$ cat config.mk
export PLATFORM = sky130hd
export DESIGN_NAME = lbsa_front
export DESIGN_NICKNAME = d
export VERILOG_FILES = /design/src/hw/rtl/lbsa_pkg.sv /design/src/hw/rtl/lbsa_front.sv
export SDC_FILE = /design/constraint.sdc
export NUM_CORES = 1
export LEC_CHECK = 0
export BUFFER_PORTS_ARGS = -buffer_cell sky130_fd_sc_hd__buf_2
export CORE_ASPECT_RATIO = 1.4
export CORE_MARGIN = 2
export CORE_UTILIZATION = 56
export DETAILED_ROUTE_END_ITERATION = 16
export PLACE_DENSITY = 0.8
export SYNTH_ARGS = -nofsm -noshare
export SYNTH_HDL_FRONTEND = slang
export SYNTH_SLANG_ARGS = --single-unit
export TNS_END_PERCENT = 50
$ cat constraint.sdc
create_clock -name clk -period 7.1 [get_ports clk]
set_clock_uncertainty 0.05 [all_clocks]
set_input_delay 0.355 -clock clk [delete_from_list [all_inputs] [get_ports clk]]
set_output_delay 0.355 -clock clk [all_outputs]
set_load 0.005 [all_outputs]
$ cat src/hw/rtl/lbsa_pkg.sv
// Package for the log binned spectrum average block.
// Shared types, constants and a helper function; no dependencies.
package lbsa_pkg;

  localparam int MAX_BINS_DEF  = 64;
  localparam int SUM_WIDTH_DEF = 56;
  localparam int CNT_W         = 24;
  localparam int VAL_W         = 32;
  localparam int LOG_ITERS     = 16;

  // configuration register indexes
  localparam logic [2:0] REG_K_LOW      = 3'd0;
  localparam logic [2:0] REG_K_HIGH     = 3'd1;
  localparam logic [2:0] REG_BIN_COUNT  = 3'd2;
  localparam logic [2:0] REG_LOG_K_LOW  = 3'd3;
  localparam logic [2:0] REG_INV_STEP   = 3'd4;
  localparam logic [2:0] REG_FIRST_CTR  = 3'd5;
  localparam logic [2:0] REG_STEP_RATIO = 3'd6;

  localparam logic CMD_ADD    = 1'b0;
  localparam logic CMD_FINISH = 1'b1;

  typedef struct packed {
    logic [31:0] k_low;
    logic [31:0] k_high;
    logic [6:0]  bin_count;
    logic [31:0] log_k_low;
    logic [31:0] inv_step;
    logic [31:0] first_centre;
    logic [31:0] step_ratio;
  } cfg_t;

  typedef struct packed {
    logic        command;
    logic [31:0] k_value;
    logic [31:0] power_value;
  } item_t;

  // position of the top set bit, 0 for zero
  function automatic logic [4:0] top_bit(input logic [31:0] v);
    logic [4:0] r;
    r = 5'd0;
    for (int i = 0; i < 32; i++) begin
      if (v[i]) r = 5'(i);
    end
    return r;
  endfunction

endpackage

$ cat src/hw/rtl/lbsa_front.sv
// Front end: two-entry word queue between input channel and back end.
// Depends on lbsa_pkg.
module lbsa_front (
  input  logic          clk,
  input  logic          rst_n,
  input  logic          in_valid,
  output logic          in_ready,
  input  lbsa_pkg::item_t in_item,
  output logic          q_valid,
  input  logic          q_ready,
  output lbsa_pkg::item_t q_item
);
  import lbsa_pkg::*;

  item_t      ent_r [2];
  logic       wp_r, rp_r;
  logic [1:0] cnt_r;
  logic       push, pop;

  assign in_ready = (cnt_r != 2'd2);
  assign q_valid  = (cnt_r != 2'd0);
  assign q_item   = ent_r[rp_r];
  assign push     = in_valid && in_ready;
  assign pop      = q_valid && q_ready;

  always_ff @(posedge clk) begin
    if (push) ent_r[wp_r] <= in_item;
  end

  always_ff @(posedge clk) begin
    if (!rst_n) begin
      wp_r  <= 1'b0;
      rp_r  <= 1'b0;
      cnt_r <= 2'd0;
    end else begin
      if (push) wp_r <= ~wp_r;
      if (pop)  rp_r <= ~rp_r;
      cnt_r <= cnt_r + 2'(push) - 2'(pop);
    end
  end
endmodule

After elaboration in Yosys (flattened, before gate mapping) --
Memories as Yosys holds them, arrays and structs flattened. A register that Yosys moved wholly into a read port is not among the register bits. Index checks and enable logic that the tools add are counted.
Operators by class: reductions and logical operators 3, bitwise gates (word level) 2, multiplexer cells 4, eq/ne operators 1, $add $sub $neg 2
Operator list (number):
- $mux 1 | 4
- $add 2x1->2 | 1
- $logic_and 1x1->1 | 2
- $ne 2x2->1 const B | 1
- $not 1->1 | 2
- $reduce_bool 2->1 | 1
- $sub 2x1->2 | 1
Word-level totals: memory bits (writable) 130, memories kept 1, register bits 4
Memory list:
- ent_r | words 2, bits a word 65, rd ports 1, clocked after Yosys merged registers in 1, wr ports 1, line lbsa_front.sv:15 | item_t ent_r [2];

Depth between registers and ports, before layout --
Gate-level depths: netlist of the first run.
depth after elaboration 4, gate-level depth with buffers 8

Worst setup path after synthesis of the first run --
Ideal clock, no wire load.
path type register to register, start point register cnt_r[0], end point memory ent_r[0][0] in the netlist's numbering, enable pin, library setup time 0.488 ns, arrival 3.324 ns, path buffers 0, clock period less this slack 3.862 ns, data required time 6.562 ns, slack 3.238 ns, stages on the path, launching flop included 4, path through dfxtp_1 > nand2b_1 > nand2_1 > nor2_1
Between the ends: longest elaborated chain between the ends 4
Ends and longest elaborated chain:
- start: declaration | line lbsa_front.sv:17 | logic [1:0] cnt_r;
- start signal: assignment | line lbsa_front.sv:38 | cnt_r <= cnt_r + 2'(push) - 2'(pop);
- $ne 2x2->1 | line lbsa_front.sv:20 | assign in_ready = (cnt_r != 2'd2);
- net in_ready | line lbsa_front.sv:7 | output logic in_ready,
- $logic_and 1x1->1 | line lbsa_front.sv:23 | assign push = in_valid && in_ready;
- $mux 1 | line lbsa_front.sv:27 | if (push) ent_r[wp_r] <= in_item;
- $mux 1 (not written as such) | line lbsa_front.sv:27
- end: declaration | line lbsa_front.sv:15
The timed path passes the listed nets, and every way through them passes these cells.

==> results.py, run 1 <==
metrics = {
    "clocking": {
        "cts_tree": "done",
        "clk_latency_ps": 400,
        "cts-root-buf": "clkbuf_16",
        "clock_sinks": 135,
        "ctsResizeCount": 0,
        "clk_pin_slew_ps": 50,
        "cts_setup_buffers": 0,
        "clockBufferDepth": 2,
        "cts_hold_buffers": 0,
        "cts-buffers-inserted": 17,
        "cts_htree_levels": 4,
    },
    "power": {
        "power_frac_seq_pct": 47.6,
        "power.density_nw_per_um2": 358,
        "switching_power_uw": 534,
        "ir_drop_uv": 272,
        "leakage_uw": 0.00252,
        "p_clk_share_pct": 32.5,
        "p_int_uw": 1760,
        "swShare_pct": 23.3,
        "pwr-share-comb_pct": 19.9,
    },
    "drt": {
        "routedWlPerCell_um": 16.4,
        "via_count": 2493,
        "dr.pass1.iters": 5,
        "vias_per_cell": 5.06,
        "drtIter0Drc": 157,
        "postRouteAntennaNets": 0,
        "drt-total-wl_mm": 8.07,
        "drc": 0,
    },
    "floorplan": {
        "ioPinCount": 136,
        "initial_core_util_pct": 57.1,
        "row_count": 41,
        "die_area_um2": 9950,
        "die_y_um": 117,
        "die_x_um": 84.9,
        "core_region_area_um2": 8980,
    },
    "worst_hold_path": {
        "whs_endpoint": "ent_r[1][0]$_DFFE_PP_",
        "hold_depth": 1,
        "worstHoldPathType": "in2reg",
        "hold_path.startpoint": "in_item[0]",
    },
    "sta": {
        "finalSetupViolCount": 0,
        "slew_violations": 0,
        "slew_headroom_pct": 25.2,
        "worst_pin_slew_ps": 1120,
        "period_share_pct": 35.3,
        "rsz0062_at_grt": "false",
        "fin_setup_tns_ps": 0,
        "hold_viol": 0,
        "fin_crit_ps": 2510,
        "max_freq_mhz": 399,
    },
    "synth": {
        "synth_nets": 297,
        "synth.cell_area_um2": 5130,
        "ys_seq_elements": 135,
        "syn_avg_cell_area_um2": 22.7,
        "yosys.area.top_type": "edfxtp_1",
        "synth-async-reset-ratio_pct": 0,
        "synth_top_area_share_pct": 76.1,
        "ys_top_cells_by_count": "edfxtp_1, mux2_4, mux2_2",
        "yosys_warnings": 0,
        "ys_dominant_reg_cell": "edfxtp_1",
        "syn_inst": 226,
        "ys_seq_area_share_pct": 78.0,
        "yosysMostFrequentCell": "edfxtp_1",
        "ys_top_cells_by_area": "edfxtp_1, mux2_4, mux2_2, dfxtp_1, buf_6",
        "ys_types": 18,
        "synth_edf_count": 130,
    },
    "placement": {
        "placed_cell_area_um2": 5890,
        "gp_congestion": 0.713,
        "dp_hpwl_mm": 5.36,
        "numPortBuffers": 135,
    },
    "global_routing": {
        "grt_pass1_vias": 2452,
        "grt_first_pass_wirelength_mm": 11.9,
        "grt.overflow.total": 0,
        "antenna_found_initial": 0,
        "grt_use_total_pct": 16.6,
        "grt_max_degree": 66,
    },
    "finish": {
        "layout-drive-gt1-share_pct": 58.5,
        "design_area_um2": 6400,
        "diodes": 0,
        "fill_cells": 593,
        "syn_to_final_growth_pct": 24.7,
        "fin_nets": 446,
    },
    "worst_setup_path": {
        "cpPeakStageDelay_ps": 1060,
        "critical_path.max_fanout": 65,
        "critPathLaunchType": "flop",
        "critPathKind": "reg2out",
        "crit_required_ps": 6690,
        "path_cells": "mux2_2, buf_2",
        "r2r-start": "cnt_r[0]$_SDFF_PN0_",
        "cpMaxStageDelayCell": "dfxtp_4",
        "end_kind": "primary output",
        "r2r_cells": 4,
        "cp.arrival_ps": 2100,
        "r2r-end": "ent_r[0][13]$_DFFE_PP_",
        "r2r_slack_ps": 4810,
    },
    "outcome": {
        "status": "finished, final reports clean",
    },
    "flow_run": {
        "maxCapViolCount": 0,
    },
}
-- per-stage QoR --
step	instances	hold slack, ps	worst slack [ps]	utilization (%)	total power [uW]
2_1_floorplan	226	404	3240	-	1400
4_1_cts	493	70.9	4560	71.3	2330
3_5_place_dp	463	467	4750	65.7	1570
3_3_place_gp	463	457	4840	65.7	1560
6_report	493	88.2	4590	71.3	2290
5_1_grt	493	67.1	4480	71.3	2400
-- state kept, by name, summed over array words and instances, names as in the netlist, named ones only --
name   cells
rp_r       1
ent_r    130
cnt_r      2
wp_r       1
-- worst max path at each step --
| stage | startpoint | slack, ps | cells after the start | endpoint |
|---|---|---|---|---|
| after floorplan | cnt_r[0]$_SDFF_PN0_ | 3240 | 3 | ent_r[0][0]$_DFFE_PP_ |
| after global placement | cnt_r[0]$_SDFF_PN0_ | 4840 | 4 | ent_r[0][22]$_DFFE_PP_ |
| after detailed placement | cnt_r[0]$_SDFF_PN0_ | 4750 | 4 | ent_r[0][52]$_DFFE_PP_ |
| after CTS | flop | 4560 | 2 | q_item[2] |
| after global routing | flop | 4480 | 2 | q_item[1] |
| final | flop | 4590 | 2 | q_item[2] |
-- cell type report --
class	instances	area (um^2)	share of cell area, %
clock buffers	22	444	6.94
repair buffers	137	691	10.8
clock inverters	8	58.8	0.919
multi-input cells	83	1060	16.5
inverters	1	3.75	0.0587
flip-flops and latches	135	4010	62.6
well taps	107	134	2.09
-- critical path, delay by kind of cell, from the launching register on --
kind / cells / cell delay, ps
muxes: 1 / 440
DFF: 1 / 1060
buffers and inverters: 1 / 130
-- metal layers --
metal	up-vias	wire length, um	track usage (%)
met5	-	0	0
met4	0	225	9.74
met3	15	480	6.94
met2	92	4320	27.3
met1	1197	3040	18.1
li1	1189	-	-
-- power by group through the flow --
stage               registers, uW  clock network [uW]  logic, uW
finish                       1090                 746        455
global route                 1110                 803        493
CTS                          1100                 764        466
detailed placement           1110                   0        464
global placement             1100                   0        455
floorplan                    1050                   0        355
-- kinds of logic (layout without fill, tap and decap cells) --
logic type,after synthesis,in the layout,share of synthesized area [%]
buf+inv,8,168,1.49
flops,135,135,78.0
simple gates,11,11,1.20
compound gates,1,1,0.146
fa+ha+maj,2,2,0.488
xor+xnor,3,3,0.512
mux,66,66,18.1
-- cell usage in the layout (no fill, tap or decap) --
master	synthesis	layout
nand2b_1	2	2
buf_2	1	135
clkbuf_16	0	17
ha_1	2	2
dfxtp_1	5	4
nor2b_1	2	2
clkinv_2	0	2
clkbuf_1	0	5
edfxtp_1	130	130
buf_4	0	2
clkinv_1	0	5
mux2i_1	1	1
bufinv_16	0	1
or2_2	1	1
and3_2	0	1
and2_1	2	2
o21a_1	1	1
mux2_4	50	50
inv_1	1	1
xnor2_1	3	3
nor2_4	0	1
dfxtp_4	0	1
nand2_1	2	2
mux2_2	15	15
No activity file was read; power rests on OpenSTA's default activity.
==> run 2: changes to the inputs <==
--- a/config.mk
+++ b/config.mk
@@ -5,12 +5,13 @@
 export SDC_FILE = /design/constraint.sdc
 export NUM_CORES = 1
 export LEC_CHECK = 0
+export ABC_AREA = 1
 export BUFFER_PORTS_ARGS = -buffer_cell sky130_fd_sc_hd__buf_2
 export CORE_ASPECT_RATIO = 1.4
 export CORE_MARGIN = 2
-export CORE_UTILIZATION = 56
+export CORE_UTILIZATION = 52
 export DETAILED_ROUTE_END_ITERATION = 16
-export PLACE_DENSITY = 0.8
+export PLACE_DENSITY = 0.75
 export SYNTH_ARGS = -nofsm -noshare
 export SYNTH_HDL_FRONTEND = slang
 export SYNTH_SLANG_ARGS = --single-unit
==> constraint.sdc (replaced) <==
create_clock -name clk -period 2.6 [get_ports clk]
set_clock_uncertainty 0.05 [all_clocks]
set_input_delay 0.13 -clock clk [delete_from_list [all_inputs] [get_ports clk]]
set_output_delay 0.13 -clock clk [all_outputs]
set_load 0.005 [all_outputs]
==> results.py, run 2 <==
metrics = {
    "worst_setup_path": {
        "critPathKind": "reg2out",
        "r2r_cells": 5,
        "r2r-start": "cnt_r[0]$_SDFF_PN0_",
        "r2r_slack_ps": 850,
        "critPathCapture": "q_item[2]",
        "end_kind": "primary output",
        "cp.arrival_ps": 1880,
        "critical_path.max_fanout": 25,
        "r2r-end": "ent_r[0][22]$_DFFE_PP_",
        "crit_required_ps": 2420,
        "critPathLaunchType": "flop",
    },
    "sta": {
        "hold_slack_ps": 383,
        "slew_violations": 0,
        "fin_setup_tns_ps": 0,
        "rsz0062_at_grt": "false",
        "worst_pin_slew_ps": 429,
        "finalSetupViolCount": 0,
        "slew_headroom_pct": 71.4,
        "max_freq_mhz": 487,
        "hold_viol": 0,
        "fin_crit_ps": 2060,
        "layout_setup_ws_ps": 545,
        "period_share_pct": 79.1,
    },
    "placement": {
        "numPortBuffers": 135,
        "dp_hpwl_mm": 5.79,
        "place_ws_ps": 881,
        "placed_cell_area_um2": 5980,
        "gp_congestion": 0.744,
        "dp.cells": 502,
    },
    "synth": {
        "yosys.area.top_type": "edfxtp_1",
        "ys_seq_area_share_pct": 78.0,
        "synth_top_area_share_pct": 76.0,
        "yosys_warnings": 0,
        "ys_types": 12,
        "ys_seq_elements": 135,
        "synth_edf_count": 130,
        "syn_inst": 238,
        "synth.cell_area_um2": 5140,
        "ys_dominant_reg_cell": "edfxtp_1",
        "synth-async-reset-ratio_pct": 0,
        "ys_top_cells_by_area": "edfxtp_1, mux2_4, mux2_2, dfxtp_1, buf_6",
        "yosysMostFrequentCell": "edfxtp_1",
        "ys_top_cells_by_count": "edfxtp_1, mux2_4, mux2_2",
        "synth_nets": 309,
        "syn_avg_cell_area_um2": 21.6,
    },
    "finish": {
        "mostFrequentLayoutCell": "buf_2",
        "final_cell_count_no_fill": 602,
        "largest_reg_flops": 130,
        "design_area_um2": 7270,
        "fin_nets": 528,
        "fill_cells": 530,
        "diodes": 0,
        "syn_to_final_growth_pct": 41.6,
        "regMostFlops": "ent_r",
        "layout-drive-gt1-share_pct": 50.6,
        "final_cell_mix": "buf_2, edfxtp_1, dlygate4sd3_1",
        "top_regs": "ent_r x130, cnt_r x2",
    },
    "floorplan": {
        "die_area_um2": 10700,
        "die_y_um": 122,
        "die_x_um": 88.0,
        "initial_core_util_pct": 54.0,
        "core_region_area_um2": 9510,
        "row_count": 42,
        "ioPinCount": 136,
    },
    "global_routing": {
        "antenna_found_initial": 0,
        "grt_max_degree": 66,
        "grt_pass1_vias": 3067,
        "grt_use_total_pct": 19.5,
        "grt_first_pass_wirelength_mm": 14.7,
        "grt.overflow.total": 0,
    },
    "clocking": {
        "cts-buffers-inserted": 17,
        "clock_sinks": 135,
        "cts-root-buf": "clkbuf_16",
        "clockBufferDepth": 2,
        "cts_tree": "done",
        "cts_htree_levels": 4,
        "clk_pin_slew_ps": 60,
        "clk_latency_ps": 420,
        "cts_setup_buffers": 0,
    },
    "drt": {
        "drt-total-wl_mm": 9.87,
        "postRouteAntennaNets": 0,
        "drtIter0Drc": 148,
        "vias_per_cell": 4.83,
        "via_count": 2907,
        "dr.pass1.iters": 7,
        "routedWlPerCell_um": 16.4,
        "drc": 0,
    },
    "power": {
        "swShare_pct": 24.1,
        "p_int_uw": 5180,
        "switching_power_uw": 1640,
        "ir_drop_uv": 846,
        "pwr-share-comb_pct": 21.7,
        "power_frac_seq_pct": 42.5,
        "leakage_uw": 0.00291,
        "power.density_nw_per_um2": 937,
        "p_clk_share_pct": 35.8,
    },
    "worst_hold_path": {
        "worstHoldPathType": "in2reg",
    },
    "flow_run": {
        "maxCapViolCount": 0,
    },
    "outcome": {
        "status": "finished, final reports clean",
    },
}
run 2: cell types whose count changed after synthesis, sizes merged, moves of 3 or more:
cell,change
nor2,+7
inv,+6
nand3,+3
nand2,+7
xnor2,-3
run 2: cell families (layout without fill, tap and decap cells):
family / count (synthesis) / after routing / synth area share, %
buf+inv: 14 / 246 / 1.92
flops: 135 / 135 / 78.0
fa+ha+maj: 2 / 2 / 0.487
mux: 65 / 65 / 17.9
simple gates: 20 / 20 / 1.53
compound gates: 2 / 2 / 0.195
run 2: how the worst min path moves through the flow:
stage                 from                endpoint  slack [ps]  cells past startpoint
3_5_place_dp    in_item[7]   ent_r[0][7]$_DFFE_PP_         270                      1
5_1_grt        in_item[15]  ent_r[1][15]$_DFFE_PP_         380                      2
3_3_place_gp   in_item[56]  ent_r[1][56]$_DFFE_PP_         270                      1
2_1_floorplan        rst_n     cnt_r[0]$_SDFF_PN0_         170                      2
6_report       in_item[21]  ent_r[1][21]$_DFFE_PP_         380                      2
4_1_cts         in_item[7]   ent_r[0][7]$_DFFE_PP_         370                      2
run 2: layout make-up:
type                    count  area [um^2]  share of cell area [%]
multi-input cells          89         1040                    14.3
clock buffers              17          425                    5.85
well taps                 132          165                    2.27
repair buffers            207         1420                    19.6
inverters                   7         26.3                   0.361
clock inverters            15          185                    2.55
flip-flops and latches    135         4010                    55.1
run 2: routing by layer:
metal | track usage [%] | vias to the layer above | share of wire (%)
li1 | - | 1369 | -
met1 | 19.0 | 1406 | 36
met2 | 34.0 | 103 | 55
met3 | 7.66 | 29 | 5.4
met4 | 11.8 | 0 | 3.1
met5 | 0 | - | 0
run 2: metrics by stage:
step	total power (uW)	util, %
6_report	6820	76.5
3_5_place_dp	4340	62.9
3_3_place_gp	4290	62.9
5_1_grt	7100	76.5
2_1_floorplan	3810	-
4_1_cts	6860	76.5
run 2: what timing repair did:
item / in CTS / in global routing
setup endpoints to repair: 0 / 0
hold endpoints to repair: 135 / 0
gates resized for setup: 0 / 0
hold buffers: 68 / 0
run 2: critical path, cell delays in order (launching register included):
cell and delay, ps:
dfxtp_4 620, buf_4 330, mux2_2 360, buf_2 130
run 2: power groups by stage:
| stage | registers, uW | logic (uW) | clock network (uW) |
|---|---|---|---|
| 3_5_place_dp | 2940 | 1390 | 0 |
| 6_report | 2900 | 1480 | 2440 |
| 5_1_grt | 2930 | 1590 | 2580 |
| 2_1_floorplan | 2870 | 940 | 0 |
| 4_1_cts | 2900 | 1480 | 2470 |
| 3_3_place_gp | 2920 | 1370 | 0 |
==> run 3: changes to the inputs <==
==> constraint.sdc (replaced) <==
create_clock -name clk -period 2 [get_ports clk]
set_clock_uncertainty 0.05 [all_clocks]
set_input_delay 0.1 -clock clk [delete_from_list [all_inputs] [get_ports clk]]
set_output_delay 0.1 -clock clk [all_outputs]
set_load 0.005 [all_outputs]
==> results.py, run 3 (synthesis gave the netlist of run 2 again) <==
metrics = {
    "worst_setup_path": {
        "critPathKind": "reg2out",
        "critPathCapture": "q_item[0]",
        "crit_required_ps": 1850,
        "r2r-start": "cnt_r[0]$_SDFF_PN0_",
        "end_kind": "primary output",
        "r2r_slack_ps": 350,
        "critPathLaunchType": "flop",
        "r2r_cells": 10,
        "critical_path.max_fanout": 30,
        "r2r-end": "cnt_r[1]$_SDFF_PN0_",
        "cp.arrival_ps": 1730,
    },
    "sta": {
        "slew_violations": 0,
        "fin_setup_tns_ps": 0,
        "fin_crit_ps": 1880,
        "period_share_pct": 93.8,
        "worst_pin_slew_ps": 296,
        "slew_headroom_pct": 80.3,
        "hold_viol": 0,
        "rsz0062_at_grt": "false",
        "hold_slack_ps": 373,
        "finalSetupViolCount": 0,
        "max_freq_mhz": 533,
    },
    "finish": {
        "mostFrequentLayoutCell": "buf_2",
        "largest_reg_flops": 130,
        "layout-drive-gt1-share_pct": 50.0,
        "top_regs": "ent_r x130, cnt_r x2",
        "syn_to_final_growth_pct": 42.6,
        "final_cell_mix": "buf_2, edfxtp_1, dlygate4sd3_1",
        "fill_cells": 529,
        "regMostFlops": "ent_r",
        "fin_nets": 530,
    },
    "floorplan": {
        "die_y_um": 122,
        "core_region_area_um2": 9510,
        "ioPinCount": 136,
        "initial_core_util_pct": 54.0,
        "row_count": 42,
        "die_x_um": 88.0,
        "die_area_um2": 10700,
    },
    "global_routing": {
        "grt_max_degree": 45,
        "grt_use_total_pct": 20.0,
        "grt_first_pass_wirelength_mm": 15.3,
        "grt.overflow.total": 0,
        "grt_pass1_vias": 3186,
        "antenna_found_initial": 0,
    },
    "drt": {
        "drtIter0Drc": 132,
        "vias_per_cell": 4.77,
        "postRouteAntennaNets": 0,
        "drc": 0,
        "drt-total-wl_mm": 10.3,
        "via_count": 2887,
        "dr.pass1.iters": 6,
        "routedWlPerCell_um": 17.0,
    },
    "clocking": {
        "clock_sinks": 135,
        "cts_setup_buffers": 0,
        "cts-buffers-inserted": 17,
        "cts_htree_levels": 4,
        "clockBufferDepth": 2,
        "cts_tree": "done",
        "cts-root-buf": "clkbuf_16",
        "clk_pin_slew_ps": 50,
        "clk_latency_ps": 400,
    },
    "power": {
        "ir_drop_uv": 1090,
        "power.total_uw": 8970,
        "power.density_nw_per_um2": 1230,
        "leakage_uw": 0.00292,
    },
    "worst_hold_path": {
        "worstHoldPathType": "in2reg",
        "hold_path.startpoint": "in_item[18]",
    },
    "placement": {
        "dp_hpwl_mm": 5.83,
        "numPortBuffers": 135,
        "gp_congestion": 0.716,
    },
    "flow_run": {
        "maxCapViolCount": 0,
    },
    "outcome": {
        "status": "finished, final reports clean",
    },
}
[run 3: worst min-delay path by stage]
stage,endpoint,cells past startpoint,slack [ps]
6_report,ent_r[0][18]$_DFFE_PP_,2,370
5_1_grt,ent_r[0][15]$_DFFE_PP_,2,360
4_1_cts,ent_r[0][0]$_DFFE_PP_,2,360
3_5_place_dp,ent_r[0][0]$_DFFE_PP_,1,240
3_3_place_gp,ent_r[0][15]$_DFFE_PP_,1,240
2_1_floorplan,cnt_r[0]$_SDFF_PN0_,2,140
[run 3: final cells by class]
cell class | instances | area [um^2] | share of cell area, %
Clock buffer | 22 | 444 | 6.07
Multi-Input combinational cell | 89 | 1050 | 14.3
Antenna cell | 1 | 2.50 | 0.0342
Inverter | 7 | 30.0 | 0.410
Timing Repair Buffer | 209 | 1450 | 19.8
Clock inverter | 10 | 176 | 2.41
Sequential cell | 135 | 4010 | 54.7
Tap cell | 132 | 165 | 2.26
[run 3: metrics by stage]
stage	utilization (%)	area (um^2)	cells	setup slack, ps
floorplan	-	5150	238	1.61
global placement	63.3	6020	504	522
detailed placement	63.3	6020	504	431
CTS	77.0	7320	604	91.4
global route	77.0	7320	604	53.4
finish	77.0	7320	605	125
[run 3: what timing repair did]
item	in CTS	in global routing
endpoints found under the hold margin	135	0
gates resized for setup	0	0
hold buffers	68	0
endpoints found under the setup margin	0	0
[run 3: worst max-delay path, stage by stage, from the launching register on]
cell and delay (ps):
dfxtp_4 530, buf_12 290, mux2_2 370, buf_2 130
[run 3: where the power goes]
group	switching, uW	internal (uW)
sequential	166	3590
clock	1030	2200
combinational	882	1110
total	2080	6900
[run 3: metal layers]
layer | global-route usage, % | wire [um]
met5 | 0 | 0
met4 | 9.04 | 267
met3 | 7.18 | 452
met2 | 36.9 | 5900
met1 | 19.3 | 3660
